==> src/nfc_host_frame_receiver_core_defines.svh <==
// Assertion macros of the frame receiver, used by its top level.
// No dependencies; included by files that carry assertions.
`ifndef NFC_HOST_FRAME_RECEIVER_CORE_DEFINES_SVH
`define NFC_HOST_FRAME_RECEIVER_CORE_DEFINES_SVH

// same-cycle implication
`define NFCHR_ASSERT_IMP(lbl, clk, rst, ante, cons) \
   lbl: assert property (@(posedge clk) disable iff (rst) (ante) |-> (cons)) \
      else $error("frame receiver assertion failed");

// next-cycle implication
`define NFCHR_ASSERT_NXT(lbl, clk, rst, ante, cons) \
   lbl: assert property (@(posedge clk) disable iff (rst) (ante) |=> (cons)) \
      else $error("frame receiver assertion failed");

`endif

==> src/nfchr_pkg.sv <==
// Types, codes and constants of the host-link frame receiver.
// No dependencies; used by every module of the block.
package nfchr_pkg;

   localparam int unsigned SKIP_LIMIT = 255;
   localparam int unsigned SKIP_W     = 9;

   localparam logic [7:0] START_LO = 8'h00;
   localparam logic [7:0] START_HI = 8'hFF;
   localparam logic [7:0] ACK_LCS  = 8'hFF;

   // parser phases
   localparam logic [2:0] PH_HUNT_FIRST = 3'd0;
   localparam logic [2:0] PH_HUNT       = 3'd1;
   localparam logic [2:0] PH_LEN        = 3'd2;
   localparam logic [2:0] PH_LCS        = 3'd3;
   localparam logic [2:0] PH_TFI        = 3'd4;
   localparam logic [2:0] PH_CMD        = 3'd5;
   localparam logic [2:0] PH_DATA       = 3'd6;
   localparam logic [2:0] PH_DCS        = 3'd7;

   // end-of-frame status codes
   localparam logic [3:0] ST_OK          = 4'd0;
   localparam logic [3:0] ST_ACK_OK      = 4'd1;
   localparam logic [3:0] ST_NO_START    = 4'd2;
   localparam logic [3:0] ST_LEN_CKSUM   = 4'd3;
   localparam logic [3:0] ST_BAD_ID      = 4'd4;
   localparam logic [3:0] ST_BAD_CODE    = 4'd5;
   localparam logic [3:0] ST_SHORT_LEN   = 4'd6;
   localparam logic [3:0] ST_DATA_CKSUM  = 4'd7;
   localparam logic [3:0] ST_ACK_LEN     = 4'd8;
   localparam logic [3:0] ST_ACK_CKSUM   = 4'd9;

   // register indexes
   localparam logic [1:0] REG_EXPECT_ACK  = 2'd0;
   localparam logic [1:0] REG_EXPECTED_CMD = 2'd1;
   localparam logic [1:0] REG_FRAME_ID    = 2'd2;

   localparam logic [7:0] FRAME_ID_RESET = 8'd213;

   typedef struct packed {
      logic       expect_ack;
      logic [7:0] expected_command;
      logic [7:0] expected_tfi;
   } cfg_type;

   typedef struct packed {
      logic       emit;
      logic [7:0] data_byte;
      logic       end_of_frame;
      logic [3:0] status;
   } step_type;

endpackage

==> src/nfchr_csr.sv <==
// Configuration registers of the frame receiver behind an APB-style port.
// Depends on nfchr_pkg.
module nfchr_csr (
   input  logic             clock,
   input  logic             reset,
   input  logic             csr_psel,
   input  logic             csr_penable,
   input  logic             csr_pwrite,
   input  logic [3:0]       csr_paddr,
   input  logic [31:0]      csr_pwdata,
   output logic [31:0]      csr_prdata,
   output logic             csr_pready,
   output nfchr_pkg::cfg_type cfg
);

   nfchr_pkg::cfg_type cfg_ff, cfg_in;
   logic               wr_en;
   logic [1:0]         reg_idx;

   assign csr_pready = 1'b1;
   assign wr_en      = csr_psel & csr_penable & csr_pwrite & csr_pready;
   assign reg_idx    = csr_paddr[3:2];

   always_comb begin
      cfg_in = cfg_ff;
      if (wr_en) begin
         unique case (reg_idx)
            nfchr_pkg::REG_EXPECT_ACK:   cfg_in.expect_ack       = csr_pwdata[0];
            nfchr_pkg::REG_EXPECTED_CMD: cfg_in.expected_command = csr_pwdata[7:0];
            nfchr_pkg::REG_FRAME_ID:     cfg_in.expected_tfi     = csr_pwdata[7:0];
            default: ;
         endcase
      end
   end

   always_ff @(posedge clock) begin
      if (reset) begin
         cfg_ff.expect_ack       <= 1'b0;
         cfg_ff.expected_command <= 8'd0;
         cfg_ff.expected_tfi     <= nfchr_pkg::FRAME_ID_RESET;
      end else begin
         cfg_ff <= cfg_in;
      end
   end

   always_comb begin
      unique case (reg_idx)
         nfchr_pkg::REG_EXPECT_ACK:   csr_prdata = {31'd0, cfg_ff.expect_ack};
         nfchr_pkg::REG_EXPECTED_CMD: csr_prdata = {24'd0, cfg_ff.expected_command};
         nfchr_pkg::REG_FRAME_ID:     csr_prdata = {24'd0, cfg_ff.expected_tfi};
         default:                     csr_prdata = 32'd0;
      endcase
   end

   assign cfg = cfg_ff;

endmodule

==> src/nfchr_parser.sv <==
// Input beat register and frame parser state machine.
// Depends on nfchr_pkg.
module nfchr_parser (
   input  logic               clock,
   input  logic               reset,
   input  logic               req_tvalid,
   output logic               req_tready,
   input  logic [7:0]         req_tdata,
   input  nfchr_pkg::cfg_type cfg,
   input  logic               slot_free,
   output logic               stage_full,
   output nfchr_pkg::step_type step
);

   logic                         in_valid_ff, in_valid_in;
   logic [7:0]                   in_byte_ff, in_byte_in;
   logic                         adv;

   logic [2:0]                   phase_ff, phase_in;
   logic [7:0]                   prev_ff, prev_in;
   logic [nfchr_pkg::SKIP_W-1:0] skip_ff, skip_in;
   logic [7:0]                   len_ff, len_in;
   logic [7:0]                   left_ff, left_in;
   logic [7:0]                   sum_ff, sum_in;

   logic [7:0]                   b;
   logic [7:0]                   left_dec;
   logic                         fin;
   logic [3:0]                   fin_code;
   logic                         emit_data;

   assign adv        = in_valid_ff & slot_free;
   assign req_tready = ~in_valid_ff | adv;
   assign stage_full = in_valid_ff;
   assign b          = in_byte_ff;
   assign left_dec   = left_ff - 8'd1;

   always_comb begin
      in_valid_in = in_valid_ff;
      in_byte_in  = in_byte_ff;
      if (adv) in_valid_in = 1'b0;
      if (req_tvalid && req_tready) begin
         in_valid_in = 1'b1;
         in_byte_in  = req_tdata;
      end
   end

   always_comb begin
      phase_in  = phase_ff;
      prev_in   = prev_ff;
      skip_in   = skip_ff;
      len_in    = len_ff;
      left_in   = left_ff;
      sum_in    = sum_ff;
      fin       = 1'b0;
      fin_code  = nfchr_pkg::ST_OK;
      emit_data = 1'b0;
      unique case (phase_ff)
         nfchr_pkg::PH_HUNT_FIRST: begin
            prev_in  = b;
            phase_in = nfchr_pkg::PH_HUNT;
         end
         nfchr_pkg::PH_HUNT: begin
            if (prev_ff == nfchr_pkg::START_LO && b == nfchr_pkg::START_HI) begin
               skip_in  = '0;
               prev_in  = b;
               phase_in = nfchr_pkg::PH_LEN;
            end else if (skip_ff >= nfchr_pkg::SKIP_W'(nfchr_pkg::SKIP_LIMIT)) begin
               fin      = 1'b1;
               fin_code = nfchr_pkg::ST_NO_START;
            end else begin
               skip_in = skip_ff + 1'b1;
               prev_in = b;
            end
         end
         nfchr_pkg::PH_LEN: begin
            if (cfg.expect_ack && b != 8'd0) begin
               fin      = 1'b1;
               fin_code = nfchr_pkg::ST_ACK_LEN;
            end else begin
               len_in   = b;
               phase_in = nfchr_pkg::PH_LCS;
            end
         end
         nfchr_pkg::PH_LCS: begin
            if (cfg.expect_ack) begin
               fin      = 1'b1;
               fin_code = (b != nfchr_pkg::ACK_LCS) ? nfchr_pkg::ST_ACK_CKSUM
                                                     : nfchr_pkg::ST_ACK_OK;
            end else if (8'(len_ff + b) != 8'd0) begin
               fin      = 1'b1;
               fin_code = nfchr_pkg::ST_LEN_CKSUM;
            end else if (len_ff < 8'd2) begin
               fin      = 1'b1;
               fin_code = nfchr_pkg::ST_SHORT_LEN;
            end else begin
               phase_in = nfchr_pkg::PH_TFI;
            end
         end
         nfchr_pkg::PH_TFI: begin
            if (b != cfg.expected_tfi) begin
               fin      = 1'b1;
               fin_code = nfchr_pkg::ST_BAD_ID;
            end else begin
               sum_in   = b;
               phase_in = nfchr_pkg::PH_CMD;
            end
         end
         nfchr_pkg::PH_CMD: begin
            if (b != 8'(cfg.expected_command + 8'd1)) begin
               fin      = 1'b1;
               fin_code = nfchr_pkg::ST_BAD_CODE;
            end else begin
               sum_in   = sum_ff + b;
               left_in  = len_ff - 8'd2;
               phase_in = (len_ff == 8'd2) ? nfchr_pkg::PH_DCS : nfchr_pkg::PH_DATA;
            end
         end
         nfchr_pkg::PH_DATA: begin
            sum_in    = sum_ff + b;
            left_in   = left_dec;
            emit_data = 1'b1;
            if (left_dec == 8'd0) phase_in = nfchr_pkg::PH_DCS;
         end
         nfchr_pkg::PH_DCS: begin
            fin      = 1'b1;
            fin_code = (8'(sum_ff + b) != 8'd0) ? nfchr_pkg::ST_DATA_CKSUM
                                                : nfchr_pkg::ST_OK;
         end
      endcase
      if (fin) begin
         phase_in = nfchr_pkg::PH_HUNT_FIRST;
         prev_in  = 8'hFF;
         skip_in  = '0;
      end
   end

   always_comb begin
      step.emit         = adv & (fin | emit_data);
      step.data_byte    = fin ? 8'd0 : b;
      step.end_of_frame = fin;
      step.status       = fin ? fin_code : nfchr_pkg::ST_OK;
   end

   always_ff @(posedge clock) begin
      if (reset) begin
         in_valid_ff <= 1'b0;
         phase_ff    <= nfchr_pkg::PH_HUNT_FIRST;
         prev_ff     <= 8'hFF;
         skip_ff     <= '0;
         len_ff      <= 8'd0;
         left_ff     <= 8'd0;
         sum_ff      <= 8'd0;
      end else begin
         in_valid_ff <= in_valid_in;
         if (adv) begin
            phase_ff <= phase_in;
            prev_ff  <= prev_in;
            skip_ff  <= skip_in;
            len_ff   <= len_in;
            left_ff  <= left_in;
            sum_ff   <= sum_in;
         end
      end
   end

   always_ff @(posedge clock) begin
      in_byte_ff <= in_byte_in;
   end

endmodule

==> src/nfchr_outreg.sv <==
// Result register driving the response stream.
// Depends on nfchr_pkg.
module nfchr_outreg (
   input  logic                clock,
   input  logic                reset,
   input  nfchr_pkg::step_type step,
   output logic                slot_free,
   output logic                rsp_tvalid,
   input  logic                rsp_tready,
   output logic [7:0]          rsp_tdata,
   output logic                rsp_tlast,
   output logic [3:0]          rsp_tuser
);

   logic       valid_ff, valid_in;
   logic [7:0] data_ff;
   logic       last_ff;
   logic [3:0] user_ff;

   assign slot_free = ~valid_ff | rsp_tready;

   always_comb begin
      valid_in = valid_ff;
      if (rsp_tready) valid_in = 1'b0;
      if (step.emit)  valid_in = 1'b1;
   end

   always_ff @(posedge clock) begin
      if (reset) begin
         valid_ff <= 1'b0;
      end else begin
         valid_ff <= valid_in;
      end
   end

   always_ff @(posedge clock) begin
      if (step.emit) begin
         data_ff <= step.data_byte;
         last_ff <= step.end_of_frame;
         user_ff <= step.status;
      end
   end

   assign rsp_tvalid = valid_ff;
   assign rsp_tdata  = data_ff;
   assign rsp_tlast  = last_ff;
   assign rsp_tuser  = user_ff;

endmodule

==> src/nfc_host_frame_receiver_core.sv <==
// Top level of the host-link frame receiver: parser, result register, registers.
// Depends on nfchr_pkg, nfchr_csr, nfchr_parser, nfchr_outreg and the defines header.
//
// Usage:
//   req_* carries one received serial byte per beat. rsp_* carries results:
//   a payload beat (tlast low, tuser 0) for each data byte of a frame with a good header,
//   and one end-of-frame beat (tlast high, tdata 0) whose tuser holds the
//   frame status. Bytes that produce no result give no rsp beat.
//   csr_* sets expect_ack (0x0), expected_command (0x4), the expected TFI (0x8);
//   write them only while the block is idle.
// Path: a byte taken is held in the input register, where it is parsed, and
//   its result beat is registered in the result register.
// Throughput: one byte per cycle unless the output stalls; the parse is a
//   single pass of compares and 8-bit adds between the input and result registers.
// Reset: clears the registers to their defaults, empties both stages and
//   starts hunting for the start code.
// Stall: while rsp_tready is low and a result waits, the parser holds; one
//   more byte is still taken into the input register, then req_tready drops.
`include "nfc_host_frame_receiver_core_defines.svh"

module nfc_host_frame_receiver_core (
   input  logic        clock,
   input  logic        reset,
   input  logic        req_tvalid,
   output logic        req_tready,
   input  logic [7:0]  req_tdata,    // [7:0] rx_byte
   output logic        rsp_tvalid,
   input  logic        rsp_tready,
   output logic [7:0]  rsp_tdata,    // [7:0] data_byte
   output logic        rsp_tlast,
   output logic [3:0]  rsp_tuser,    // [3:0] status
   input  logic        csr_psel,
   input  logic        csr_penable,
   input  logic        csr_pwrite,
   input  logic [3:0]  csr_paddr,
   input  logic [31:0] csr_pwdata,
   output logic [31:0] csr_prdata,
   output logic        csr_pready
);

   nfchr_pkg::cfg_type  cfg;
   nfchr_pkg::step_type step;
   logic                slot_free;
   logic                stage_full;

   nfchr_csr u_csr (
      .clock       (clock),
      .reset       (reset),
      .csr_psel    (csr_psel),
      .csr_penable (csr_penable),
      .csr_pwrite  (csr_pwrite),
      .csr_paddr   (csr_paddr),
      .csr_pwdata  (csr_pwdata),
      .csr_prdata  (csr_prdata),
      .csr_pready  (csr_pready),
      .cfg         (cfg)
   );

   nfchr_parser u_parser (
      .clock      (clock),
      .reset      (reset),
      .req_tvalid (req_tvalid),
      .req_tready (req_tready),
      .req_tdata  (req_tdata),
      .cfg        (cfg),
      .slot_free  (slot_free),
      .stage_full (stage_full),
      .step       (step)
   );

   nfchr_outreg u_outreg (
      .clock      (clock),
      .reset      (reset),
      .step       (step),
      .slot_free  (slot_free),
      .rsp_tvalid (rsp_tvalid),
      .rsp_tready (rsp_tready),
      .rsp_tdata  (rsp_tdata),
      .rsp_tlast  (rsp_tlast),
      .rsp_tuser  (rsp_tuser)
   );

   `NFCHR_ASSERT_IMP(a_eof_zero_data, clock, reset, rsp_tvalid && rsp_tlast, rsp_tdata == 8'd0)
   `NFCHR_ASSERT_IMP(a_payload_ok, clock, reset, rsp_tvalid && !rsp_tlast, rsp_tuser == nfchr_pkg::ST_OK)
   `NFCHR_ASSERT_IMP(a_status_range, clock, reset, rsp_tvalid, rsp_tuser <= nfchr_pkg::ST_ACK_CKSUM)
   `NFCHR_ASSERT_IMP(a_full_stall, clock, reset, stage_full && rsp_tvalid && !rsp_tready, !req_tready)
   `NFCHR_ASSERT_NXT(a_emit_shows, clock, reset, step.emit, rsp_tvalid)

endmodule
==> config.mk <==
export PLATFORM = sky130hd
export DESIGN_NAME = nfc_host_frame_receiver_core
export DESIGN_NICKNAME = d
export VERILOG_FILES = /design/src/nfchr_pkg.sv /design/src/nfchr_csr.sv /design/src/nfchr_parser.sv /design/src/nfchr_outreg.sv /design/src/nfc_host_frame_receiver_core.sv
export VERILOG_INCLUDE_DIRS = /design/src /design/src/src
export SDC_FILE = /design/constraint.sdc
export NUM_CORES = 1
export LEC_CHECK = 0
export BUFFER_PORTS_ARGS = -buffer_cell sky130_fd_sc_hd__buf_2
export CAP_MARGIN = 20
export CORE_ASPECT_RATIO = 1.5
export CORE_MARGIN = 1
export CORE_UTILIZATION = 60
export CTS_CLUSTER_DIAMETER = 50
export DETAILED_ROUTE_END_ITERATION = 10
export PLACE_DENSITY_LB_ADDON = 0.12
export SKIP_CTS_REPAIR_TIMING = 1
export SLEW_MARGIN = 20
export SYNTH_ARGS = -nofsm -noshare
export SYNTH_HDL_FRONTEND = slang
export SYNTH_HIERARCHICAL = 1
export SYNTH_SLANG_ARGS = --single-unit
export TNS_END_PERCENT = 100
==> constraint.sdc <==
create_clock -name clock -period 10.1 [get_ports clock]
set_clock_uncertainty 0.05 [all_clocks]
set_input_delay 1.515 -clock clock [delete_from_list [all_inputs] [get_ports clock]]
set_output_delay 1.515 -clock clock [all_outputs]
set_load 0.03 [all_outputs]
==> results of run 1 <==
[power groups by stage]
stage	sequential, W	clock [W]	combinational (W)
finish	0.000390	0.000330	0.000111
global route	0.000392	0.000352	0.000122
CTS	0.000389	0.000337	0.000111
detailed placement	0.000396	0	0.000110
global placement	0.000395	0	0.000106
floorplan	0.000382	0	0.000104
[worst min path at each step]
stage | slack (ns) | depth (start not counted) | start | end
floorplan | 0.40 | 2 | u_parser/skip_ff[1] | u_parser/skip_ff[1]
global placement | 0.41 | 2 | u_parser/skip_ff[1] | u_parser/skip_ff[1]
detailed placement | 0.43 | 2 | u_parser/skip_ff[1] | u_parser/skip_ff[1]
CTS | 0.44 | 2 | u_parser/skip_ff[1] | u_parser/skip_ff[1]
global route | 0.45 | 2 | u_parser/skip_ff[1] | u_parser/skip_ff[1]
finish | 0.43 | 2 | u_parser/skip_ff[1] | u_parser/skip_ff[1]
[layer usage]
metal  up-vias  GRT usage, %  wire length [um]
met5         -             0                 0
met4         0          14.5               389
met3        27          4.32               466
met2       120          45.7              6070
met1      2075          30.8              4920
li1       2179             -                 -
[registers in the layout (all words and copies together), names as in the netlist]
| register | cells |
|---|---|
| u_parser/b | 8 |
| u_outreg/rsp_tvalid | 1 |
| u_parser/phase_ff | 3 |
| u_parser/prev_ff | 8 |
| u_outreg/rsp_tdata | 8 |
| u_outreg/rsp_tuser | 4 |
| u_parser/left_ff | 8 |
| u_parser/stage_full | 1 |
| u_parser/sum_ff | 8 |
| u_csr/cfg | 17 |
| u_parser/len_ff | 8 |
| u_outreg/rsp_tlast | 1 |
| u_parser/skip_ff | 9 |
[synthesized netlist by cell type (4+ instances only)]
cell type and n:
nand2_1 29, ha_1 20, a211oi_1 8, nor3b_1 5, o221ai_1 7, mux2i_1 42
a21o_1 6, buf_4 28, nand3_1 16, edfxtp_1 21, inv_1 22, nor2_1 60
nand2b_1 28, buf_2 6, xor2_1 18, and3_1 5, xnor2_1 17, clkbuf_1 22
or4_1 4, nor4_1 18, o211ai_1 4, dfxtp_1 63, o21ai_0 18, a21oi_1 22
a22o_1 8, a221oi_1 4, nor3_1 15, and2_1 11, nand4_1 7
[layout make-up]
cell class | instances | area share [%]
inverters | 23 | 1.48
clock buffers | 9 | 3.86
clock inverters | 7 | 1.29
well taps | 110 | 2.36
multi-input cells | 460 | 54.1
flip-flops and latches | 84 | 32.4
repair buffers | 51 | 4.54
[per-stage QoR]
step                util (%)  cell area (um2)  total power [W]
floorplan                  -             5490         0.000487
global placement        63.1             5540         0.000501
detailed placement      63.1             5540         0.000506
CTS                     66.5             5840         0.000836
global route            66.5             5840         0.000866
finish                  66.5             5840         0.000831
[cell families (layout without fill, tap and decap cells)]
family / Yosys count / count (layout) / synth area share (%)
multiplexers: 44 / 44 / 8.20
XOR/XNOR: 35 / 35 / 5.68
AO/OA/AOI/OAI: 112 / 112 / 15.2
flip-flops: 84 / 84 / 35.0
other: 2 / 25 / 0.139
AND/OR/NAND/NOR: 222 / 222 / 22.3
buffers and inverters: 83 / 90 / 8.13
adder cells (fa/ha/maj): 22 / 22 / 5.37
[worst max-delay path, stage by stage]
cell,delay (ns)
buf_2,0.14
nor2b_1,0.60
a22o_1,0.26
buf_2,0.20
==> metrics.md, run 1 <==
| Metric | Value |
|---|---|
| Worst setup SP type | `primary input` |
| Place WS | `roughly 5.8 ns` |
| Sequential Area | `1890 um2` |
| Max cap viols | `0` |
| Most common cell after layout, fill and taps aside | `dfxtp_1` |
| Gpl congestion | `between 0.9 and 1` |
| Nets | `702` |
| Tcrit/Tclk final | `42.3%` |
| Post-route minimum period | `~4.3 ns` |
| Seq/Total Area, Yosys | `a little over a third` |
| Max-slew headroom | `between 30 and 40%` |
| Initial DRC Count | `approximately 350` |
| Largest net degree at the start of global routing | `between 70 and 80` |
| Cell Area, Synth | `between 5000 and 6000 um2` |
| H-tree depth | `3` |
| GR Util All Layers | `a little over a quarter` |
| Setup tns final | `0 ns` |
| Vias/cell | `5.92` |
| Antenna violation net count after detailed routing | `0` |
| Worst vdd rail ir drop | `~0.14 mV` |
| Rows | `42` |
| Reg power frac | `46.9%` |
| Antenna fix cells | `0` |
| Detailed Routing Iterations Pass 1 | `5` |
| Top-area cell type share of the netlist area | `around a quarter` |
| PwrDens | `142 nW/um2` |
| Number of global-route vias before repair | `4198` |
| Post-synth ARST share | `0%` |
| Internal power | `approximately 0.0006 W` |
| First-pass GRT wire length | `about 19 mm` |
| IO Count | `slightly below 100` |
| Die area | `about 9400 um2` |
| Critical path class | `primary input to output port` |
| Power share of the clock group | `between 30% and 40%` |
| Die H | `118 um` |
| Clock Path Buffers | `2` |
| Vias | `~4400` |
| Worst reg2reg startpoint | `u_parser/b[0]` |
| Worst-Margin Slew | `0.945 ns` |
| Hold slack | `between 0.4 and 0.5 ns` |
| Root buffer cell | `clkbuf_16` |
| Ranking of synthesized cells by area | `dfxtp_1 23%, edfxtp_1 12%, mux2i_1 7.8%, ha_1 4.6%, nor2_1 4.2%` |
| Clock-pin slew on the worst setup and hold paths | `0.06 ns` |
| Final worst setup slack | `approximately 5.8 ns` |
| Switching share of power | `27.9%` |
| Gr ovfl total | `0` |
| Combinational share of power | `between 10% and 20%` |
| Dpl cells | `approximately 730` |
| DR DRC count | `0` |
| Reg2reg path depth | `13` |
| Post-synth EDFFs | `21` |
| Worst-path fanout max | `8` |
| Core outline area | `a little under 9000 um2` |
| Most used DFF post-synth | `dfxtp_1` |
| Worst setup path start | `csr_paddr[2]` |
| Worst reg2reg path endpoint | `u_outreg/rsp_tvalid` |
| Synthesis Warnings | `6` |
| Wire per inst | `15.9 um` |
| Syn_area_per_cell | `around 9 um2` |
| Area Growth Syn to Fin | `8.08%` |
| Syn Inst Count | `roughly 600` |
| RSZ-0062 raised after global routing | `false` |
| Internal reg-to-reg setup slack | `about 6 ns` |
| CTS tree | `built` |
| Fillers | `about 760` |
| Largest area contributor in the netlist | `dfxtp_1` |
| Netlist cell types | `between 70 and 80` |
| Clk sink count | `84` |
| FMAX | `~230 MHz` |
| Die width | `approximately 79 um` |
| Final Max Tran Viols | `0` |
| Hold WC Path Type | `register to register` |
| Setup-failing EPs final | `0` |
| Clock Latency Late Sink | `0.34 ns` |
| Most frequent cells in the layout | `63 x dfxtp_1, 60 x nor2_1, 47 x buf_2, 42 x mux2i_1, 29 x nand2_1` |
| Worst EP required | `around 8.5 ns` |
| CP Capture Type | `output port` |
| CP arrival | `around 2.7 ns` |
| FF+latch count, synth | `between 80 and 90` |
| Footprint of the multi-input gates | `roughly 3200 um2` |
| Layout cells sized above 1 | `between 10% and 20%` |
| CTS buffer count | `9` |
| Outcome | `completed` |
| Cell Count, Final, Fillers Out | `~740` |
| Initial antenna violation count | `0` |
| Sw Pwr | `0.000232 W` |
| Routed WL | `around 12 mm` |
| Initial Utilization | `about three fifths` |
| HPWL Detailed | `about 8.5 mm` |
| Critical path capture point | `csr_prdata[3]` |
| Leak | `roughly 2.4 nW` |
| Port Buffers | `47` |
| Hold Fails Final Rpt | `0` |
(Power assumes the default switching activity.)
==> run 2, diff against run 1 <==
--- a/config.mk
+++ b/config.mk
@@ -10,7 +10,7 @@
 export CAP_MARGIN = 20
 export CORE_ASPECT_RATIO = 1.5
 export CORE_MARGIN = 1
-export CORE_UTILIZATION = 60
+export CORE_UTILIZATION = 51
 export CTS_CLUSTER_DIAMETER = 50
 export DETAILED_ROUTE_END_ITERATION = 10
 export PLACE_DENSITY_LB_ADDON = 0.12
==> constraint.sdc (replaced) <==
create_clock -name clock -period 3.55 [get_ports clock]
set_clock_uncertainty 0.05 [all_clocks]
set_input_delay 0.5325 -clock clock [delete_from_list [all_inputs] [get_ports clock]]
set_output_delay 0.5325 -clock clock [all_outputs]
set_load 0.03 [all_outputs]
==> metrics.md, run 2 (synthesis gave the netlist of run 1 again) <==
| Metric | Value |
|---|---|
| Highest metal used | `met4` |
| Clock Path Buffers | `2 (unchanged)` |
| Die area | `11000 um2 (+17%)` |
| DR DRC count | `0 (unchanged)` |
| Hold slack | `0.320 ns (-0.112 ns)` |
| Clk sink count | `84 (unchanged)` |
| Clock-pin slew on the worst setup and hold paths | `0.06 ns (about the same)` |
| CTS tree | `built` |
| Outcome | `completed` |
| Root buffer cell | `clkbuf_16` |
| Initial Utilization | `53.0% (-8.5 points)` |
| Routed WL | `12.5 mm (+5.4%)` |
| Final worst setup slack | `0.145 ns (-5.68 ns)` |
| Worst path bufs/invs | `0 (-2)` |
| Area Growth Syn to Fin | `10.4%` |
| Layout cells sized above 1 | `15.4% (+2.2 points)` |
| CP Capture Type | `register` |
| Tcrit/Tclk final | `a little over nine tenths` |
| Worst setup SP type | `register` |
| Reg2reg path depth | `9 (-4)` |
| Largest delay share family, worst path | `simple AND/OR/NAND/NOR gates` |
| IO Count | `99 (unchanged)` |
| Wire per inst | `15.8 um (-0.63%)` |
| CTS buffer count | `9 (unchanged)` |
| CP peak stage delay | `0.57 ns (-0.03 ns)` |
| Max reg flops | `17 (unchanged)` |
| Antenna violation net count after detailed routing | `0 (unchanged)` |
| Worst reg2reg startpoint | `u_parser/b[0]` |
| Largest net degree at the start of global routing | `74 (+1.4%)` |
| RSZ-0062 raised after global routing | `false` |
| Nets | `716 (+2.0%)` |
| Vias/cell | `5.67 (-4.2%)` |
| Core outline area | `10200 um2 (+16%)` |
| Worst vdd rail ir drop | `0.235 mV (+66%)` |
| CP arrival | `3.61 ns (+0.90 ns)` |
| Initial DRC Count | `344 (-0.29%)` |
| Internal reg-to-reg setup slack | `0.15 ns (-5.82 ns)` |
| Met1 WL | `5.32 mm (+8.1%)` |
| Clock Latency Late Sink | `0.34 ns (about the same)` |
| HPWL Detailed | `9.02 mm (+5.8%)` |
| Max cap viols | `0 (unchanged)` |
| Die H | `128 um (+8.3%)` |
| Final Max Tran Viols | `0 (unchanged)` |
| Die width | `86.0 um (+8.2%)` |
| Port Buffers | `47 (unchanged)` |
| Critical Path Stages | `9 (+5)` |
| Rows | `45 (+7.1%)` |
| Hold Fails Final Rpt | `0 (unchanged)` |
| PwrDens | `383 nW/um2 (+170%)` |
| Slowest cell on crit path | `o41a_1` |
| Detailed Routing Iterations Pass 1 | `5 (unchanged)` |
| Worst EP required | `3.75 ns (-4.79 ns)` |
| Critical path class | `register to register` |
| Critical path capture point | `u_parser/skip_ff[5]` |
| Most frequent cells in the layout | `63 x dfxtp_1, 60 x nor2_1, 47 x buf_2, 42 x mux2i_1, 29 x nand2_1` |
| Fillers | `914 (+21%)` |
| Max-slew headroom | `52.9% (+16 points)` |
| First-pass GRT wire length | `20.4 mm (+5.2%)` |
| Gr ovfl total | `0 (unchanged)` |
| Antenna fix cells | `0 (unchanged)` |
| FMAX | `~290 MHz` |
| Worst-path fanout max | `5 (-3)` |
| Hold WC Path Type | `primary input to register` |
| Number of global-route vias before repair | `4209 (+0.26%)` |
| Worst reg2reg path endpoint | `u_parser/skip_ff[5]` |
| Met3 Wirelength | `477 um (+2.4%)` |
| Worst path cell trace | `ha_1, fa_1, and3_1, or4_1, a221oi_2, and4_4, nor3_2, o41a_1, o221ai_1` |
| Gpl congestion | `0.875 (-3.9%)` |
| Initial antenna violation count | `0 (unchanged)` |
| Setup-failing EPs final | `0 (unchanged)` |
| Place WS | `0.0766 ns (-5.76 ns)` |
| Vias | `4473 (+1.6%)` |
| Most common cell after layout, fill and taps aside | `dfxtp_1` |
| Post-route minimum period | `3.40 ns` |
| GR Util All Layers | `23.6% (-3.1 points)` |
| Worst-Margin Slew | `0.705 ns (-0.239 ns)` |
| Worst setup path start | `u_parser/b[0]` |
| Met2 WL | `6.35 mm (+4.6%)` |
| Leak | `2.44 nW (+2.9%)` |
| H-tree depth | `3 (unchanged)` |
| Setup tns final | `0 ns (unchanged)` |
-- run 2: cell types whose count changed in the layout (fill, tap and decap cells not counted), sizes merged --
| cell | before | now |
|---|---|---|
| clkinv | 1 | 5 |
| clkinvlp | 3 | 0 |
| o41a | 1 | 2 |
| buf | 51 | 64 |
| clkbuf | 9 | 10 |
| bufinv | 1 | 0 |
| inv | 25 | 24 |
-- run 2: report_power, final --
group / total, W / switching, W / internal, W
clock: 0.000839 / 0.000371 / 0.000468
combinational: 0.000361 / 0.000225 / 0.000136
sequential: 0.00109 / 0.0000538 / 0.00103
-- run 2: how the worst min path moves through the flow --
stage | depth (start not counted) | slack, ns | startpoint | endpoint
6_report | 1 | 0.32 | req_tdata[2] | u_parser/b[2]
5_1_grt | 1 | 0.31 | req_tdata[4] | u_parser/b[4]
4_1_cts | 1 | 0.31 | req_tdata[2] | u_parser/b[2]
3_5_place_dp | 2 | 0.43 | u_parser/sum_ff[7] | u_parser/sum_ff[7]
3_3_place_gp | 2 | 0.41 | u_parser/skip_ff[1] | u_parser/skip_ff[1]
2_1_floorplan | 2 | 0.40 | u_parser/skip_ff[1] | u_parser/skip_ff[1]
-- run 2: layout make-up --
| type | count | area (um2) | area share (%) |
|---|---|---|---|
| inverter | 23 | 86.3 | 1.45 |
| tap | 141 | 176 | 2.96 |
| multi-input combinational | 461 | 3190 | 53.4 |
| sequential | 84 | 1890 | 31.7 |
| clock inverter | 6 | 31.3 | 0.524 |
| timing repair buffer | 64 | 363 | 6.08 |
| clock buffer | 10 | 229 | 3.84 |
-- run 2: layer usage --
metal	track usage (%)	vias to the layer above
met2	40.7	121
met1	28.6	2114
li1	-	2216
met5	0	-
met4	10.6	0
met3	3.67	22
-- run 2: metrics by stage --
step | power (W) | cells | util [%] | instance area [um2]
6_report | 0.00229 | 789 | 58.5 | 5970
5_1_grt | 0.00239 | 789 | 58.5 | 5970
4_1_cts | 0.00229 | 788 | 58.2 | 5930
3_5_place_dp | 0.00145 | 772 | 55.7 | 5670
3_3_place_gp | 0.00144 | 772 | 55.7 | 5670
2_1_floorplan | 0.00138 | 627 | - | 5490
==> run 3, diff against run 2 <==
--- a/config.mk
+++ b/config.mk
@@ -18,6 +18,5 @@
 export SLEW_MARGIN = 20
 export SYNTH_ARGS = -nofsm -noshare
 export SYNTH_HDL_FRONTEND = slang
-export SYNTH_HIERARCHICAL = 1
 export SYNTH_SLANG_ARGS = --single-unit
 export TNS_END_PERCENT = 100
==> metrics.md, run 3 <==
| Metric | Value |
|---|---|
| Outcome | `finished with violations` |
| Failing checks | `design-rule violations` |
| Cell mode on critical path | `buf_4` |
| Synthesis Warnings | `0 (-6)` |
| Reg2reg path depth | `12 (+3)` |
| Detailed Routing Iterations Pass 1 | `10 (+5)` |
| Worst reg2reg startpoint | `u_parser.b[0]` |
| Tcrit/Tclk final | `95.3% (-0.60 points)` |
| Internal reg-to-reg setup slack | `0.17 ns (+0.02 ns)` |
| Initial Utilization | `52.2% (-0.79 points)` |
| Most common cell after layout, fill and taps aside | `dfxtp_1` |
| Max-slew headroom | `46.0% (-6.9 points)` |
| Post-route minimum period | `3.38 ns (-0.0212 ns)` |
| Final Max Tran Viols | `0 (unchanged)` |
| Clock-pin slew on the worst setup and hold paths | `0.07 ns (about the same)` |
| Root buffer cell | `clkbuf_16` |
| Most common cell in the synthesized netlist | `dfxtp_1` |
| HPWL Detailed | `9.13 mm (+1.2%)` |
| H-tree depth | `3 (unchanged)` |
| CTS tree | `built` |
| CTS buffer count | `9 (unchanged)` |
| Sequential Area | `1890 um2 (unchanged)` |
| Number of global-route vias before repair | `4262 (+1.3%)` |
| Ranking of synthesized cells by area | `dfxtp_1 24%, edfxtp_1 12%, mux2i_1 6.1%, ha_1 5.7%, nor2_1 4.4%` |
| Setup tns final | `0 ns (unchanged)` |
| Largest delay share family, worst path | `compound AO/OA/AOI/OAI gates` |
| Largest net degree at the start of global routing | `56 (-24%)` |
| Worst vdd rail ir drop | `0.313 mV (+33%)` |
| First-pass GRT wire length | `20.5 mm (+0.27%)` |
| Post-DP Area | `5650 um2 (-0.51%)` |
| Syn Inst Count | `599 (-0.83%)` |
| Port Buffers | `47 (unchanged)` |
| Die area | `10700 um2 (-2.5%)` |
| Hold WC Path Type | `primary input to register` |
| Wire per inst | `16.5 um (+4.4%)` |
| Initial antenna violation count | `0 (unchanged)` |
| Gr ovfl total | `0 (unchanged)` |
| IO Count | `99 (unchanged)` |
| Die width | `84.9 um (-1.3%)` |
| Routed WL | `12.8 mm (+2.4%)` |
| Worst setup path start | `u_parser.b[0]` |
| Top cells by count, synth | `63 x dfxtp_1, 61 x nor2_1, 49 x nand2_1, 32 x mux2i_1` |
| Hold wc startpoint | `req_tdata[4]` |
| Hold Crit Depth | `1 (unchanged)` |
| PwrDens | `356 nW/um2 (-7.2%)` |
| Worst-Margin Slew | `0.809 ns (+0.103 ns)` |
| CP peak stage delay | `0.43 ns (-0.14 ns)` |
| Vias | `4546 (+1.6%)` |
| Nets | `729 (+1.8%)` |
| GR Util All Layers | `24.3% (+0.70 points)` |
| Layout cells sized above 1 | `16.3% (+0.85 points)` |
| Worst setup SP type | `register` |
| Seq/Total Area, Yosys | `35.9% (+0.92 points)` |
| Netlist cell types | `69 (-13%)` |
| Vias/cell | `5.87 (+3.6%)` |
| Clock Path Buffers | `2 (unchanged)` |
| Max reg flops | `17 (unchanged)` |
| Rows | `45 (unchanged)` |
| Critical path class | `register to register` |
| CP arrival | `3.54 ns (-0.07 ns)` |
| Hold slack | `0.318 ns (-0.00196 ns)` |
| FF+latch count, synth | `84 (unchanged)` |
| Design area | `5950 um2 (-0.19%)` |
| Max cap viols | `0 (unchanged)` |
| Most frequent cells in the layout | `63 x dfxtp_1, 61 x nor2_1, 48 x nand2_1, 47 x buf_2, 32 x mux2i_1` |
| Critical Path Stages | `12 (+3)` |
| Initial DRC Count | `212 (-38%)` |
| Worst path bufs/invs | `2 (+2)` |
| Antenna fix cells | `0 (unchanged)` |
| Post-synth ARST share | `0% (unchanged)` |
| Post-synth EDFFs | `21 (unchanged)` |
| Cell Area, Synth | `5260 um2 (-2.6%)` |
| Power, Total | `0.00212 W (-7.3%)` |
| Worst-path fanout max | `5 (unchanged)` |
| Largest area contributor in the netlist | `dfxtp_1` |
| Clock Latency Late Sink | `0.34 ns (about the same)` |
| Gpl congestion | `0.874 (-0.13%)` |
| Worst path cell trace | `ha_1, fa_1, or2_1, a311oi_2, o2111ai_2, a2111oi_4, buf_4, nand3_1, a2111oi_2, buf_4, o2bb2ai_1, o32ai_1` |
| Area Growth Syn to Fin | `13.1%` |
| Top-area cell type share of the netlist area | `24.0% (+0.62 points)` |
| Core outline area | `10100 um2 (-1.1%)` |
| Hold Fails Final Rpt | `0 (unchanged)` |
| Most used DFF post-synth | `dfxtp_1` |
| DR DRC count | `3 (+3)` |
| Slowest cell on crit path | `fa_1` |
| Syn_area_per_cell | `8.79 um2 (-1.8%)` |
| CP Capture Type | `register` |
| Footprint of the multi-input gates | `3080 um2 (-3.3%)` |
| Fillers | `887 (-3.0%)` |
| Clk sink count | `84 (unchanged)` |
| FMAX | `296 MHz (+0.63%)` |
| Antenna violation net count after detailed routing | `0 (unchanged)` |
| Setup-failing EPs final | `0 (unchanged)` |
| Leak | `2.29 nW (-6.0%)` |
| Final Util | `59.1% (+0.54 points)` |
| Die H | `126 um (-1.3%)` |
| Worst EP required | `3.71 ns (-0.04 ns)` |
## run 3: cell types whose count changed in the layout (fill, tap and decap cells not counted), sizes merged, moves of 5 or more
| cell | change |
|---|---|
| mux2i | -10 |
| o21ai | +5 |
| o221ai | -7 |
| buf | +15 |
| o32a | +8 |
| a22oi | +5 |
| o31ai | +6 |
| nand2 | +20 |
| nor4 | -10 |
| nand2b | -18 |
## run 3: cell families after synthesis
kind of cell	share of synthesized area [%]
AND/OR/NAND/NOR	18.7
AO/OA/AOI/OAI	19.4
flip-flops	35.9
buffers and inverters	7.94
XOR/XNOR	5.33
multiplexers	6.09
adder cells (fa/ha/maj)	6.47
other	0.143
## run 3: routing by layer
metal	GRT usage, %	vias to the layer above	routed length [um]
met2	43.1	138	6460
met5	0	-	0
met4	11.1	0	384
li1	-	2215	-
met1	28.3	2162	5440
met3	4.03	31	494
## run 3: path summary, 6_finish.rpt
path                          endpoint
setup / recovery  u_parser.phase_ff[1]
hold / removal           u_parser.b[4]
setup reg to reg  u_parser.phase_ff[1]
hold reg to reg    u_parser.left_ff[6]
## run 3: power breakdown
group          internal (W)  switching [W]  leakage, nW
Sequential         0.000997      0.0000147        0.701
Clock              0.000473       0.000377        0.127
Combinational     0.0000875       0.000169         1.47
## run 3: area by class of cell
class,count,area share [%]
Multi-Input combinational cell,454,51.8
Clock inverter,4,0.441
Timing Repair Buffer,79,8.05
Inverter,24,1.51
Sequential cell,84,31.8
Clock buffer,12,3.97
Tap cell,117,2.46
## run 3: metrics by stage
stage / setup slack, ns / instances
CTS: -0.0865 / 773
global placement: 0.0386 / 757
finish: 0.167 / 774
floorplan: 0.117 / 622
global route: -0.0209 / 774
detailed placement: -0.0221 / 757
## run 3: worst register-to-register path, cell delays in order (launching register included)
cell and delay [ns]:
edfxtp_1 0.39, ha_1 0.24, fa_1 0.43, or2_1 0.25, a311oi_2 0.30, o2111ai_2 0.21
a2111oi_4 0.30, buf_4 0.19, nand3_1 0.08, a2111oi_2 0.38, buf_4 0.20, o2bb2ai_1 0.13
o32ai_1 0.11
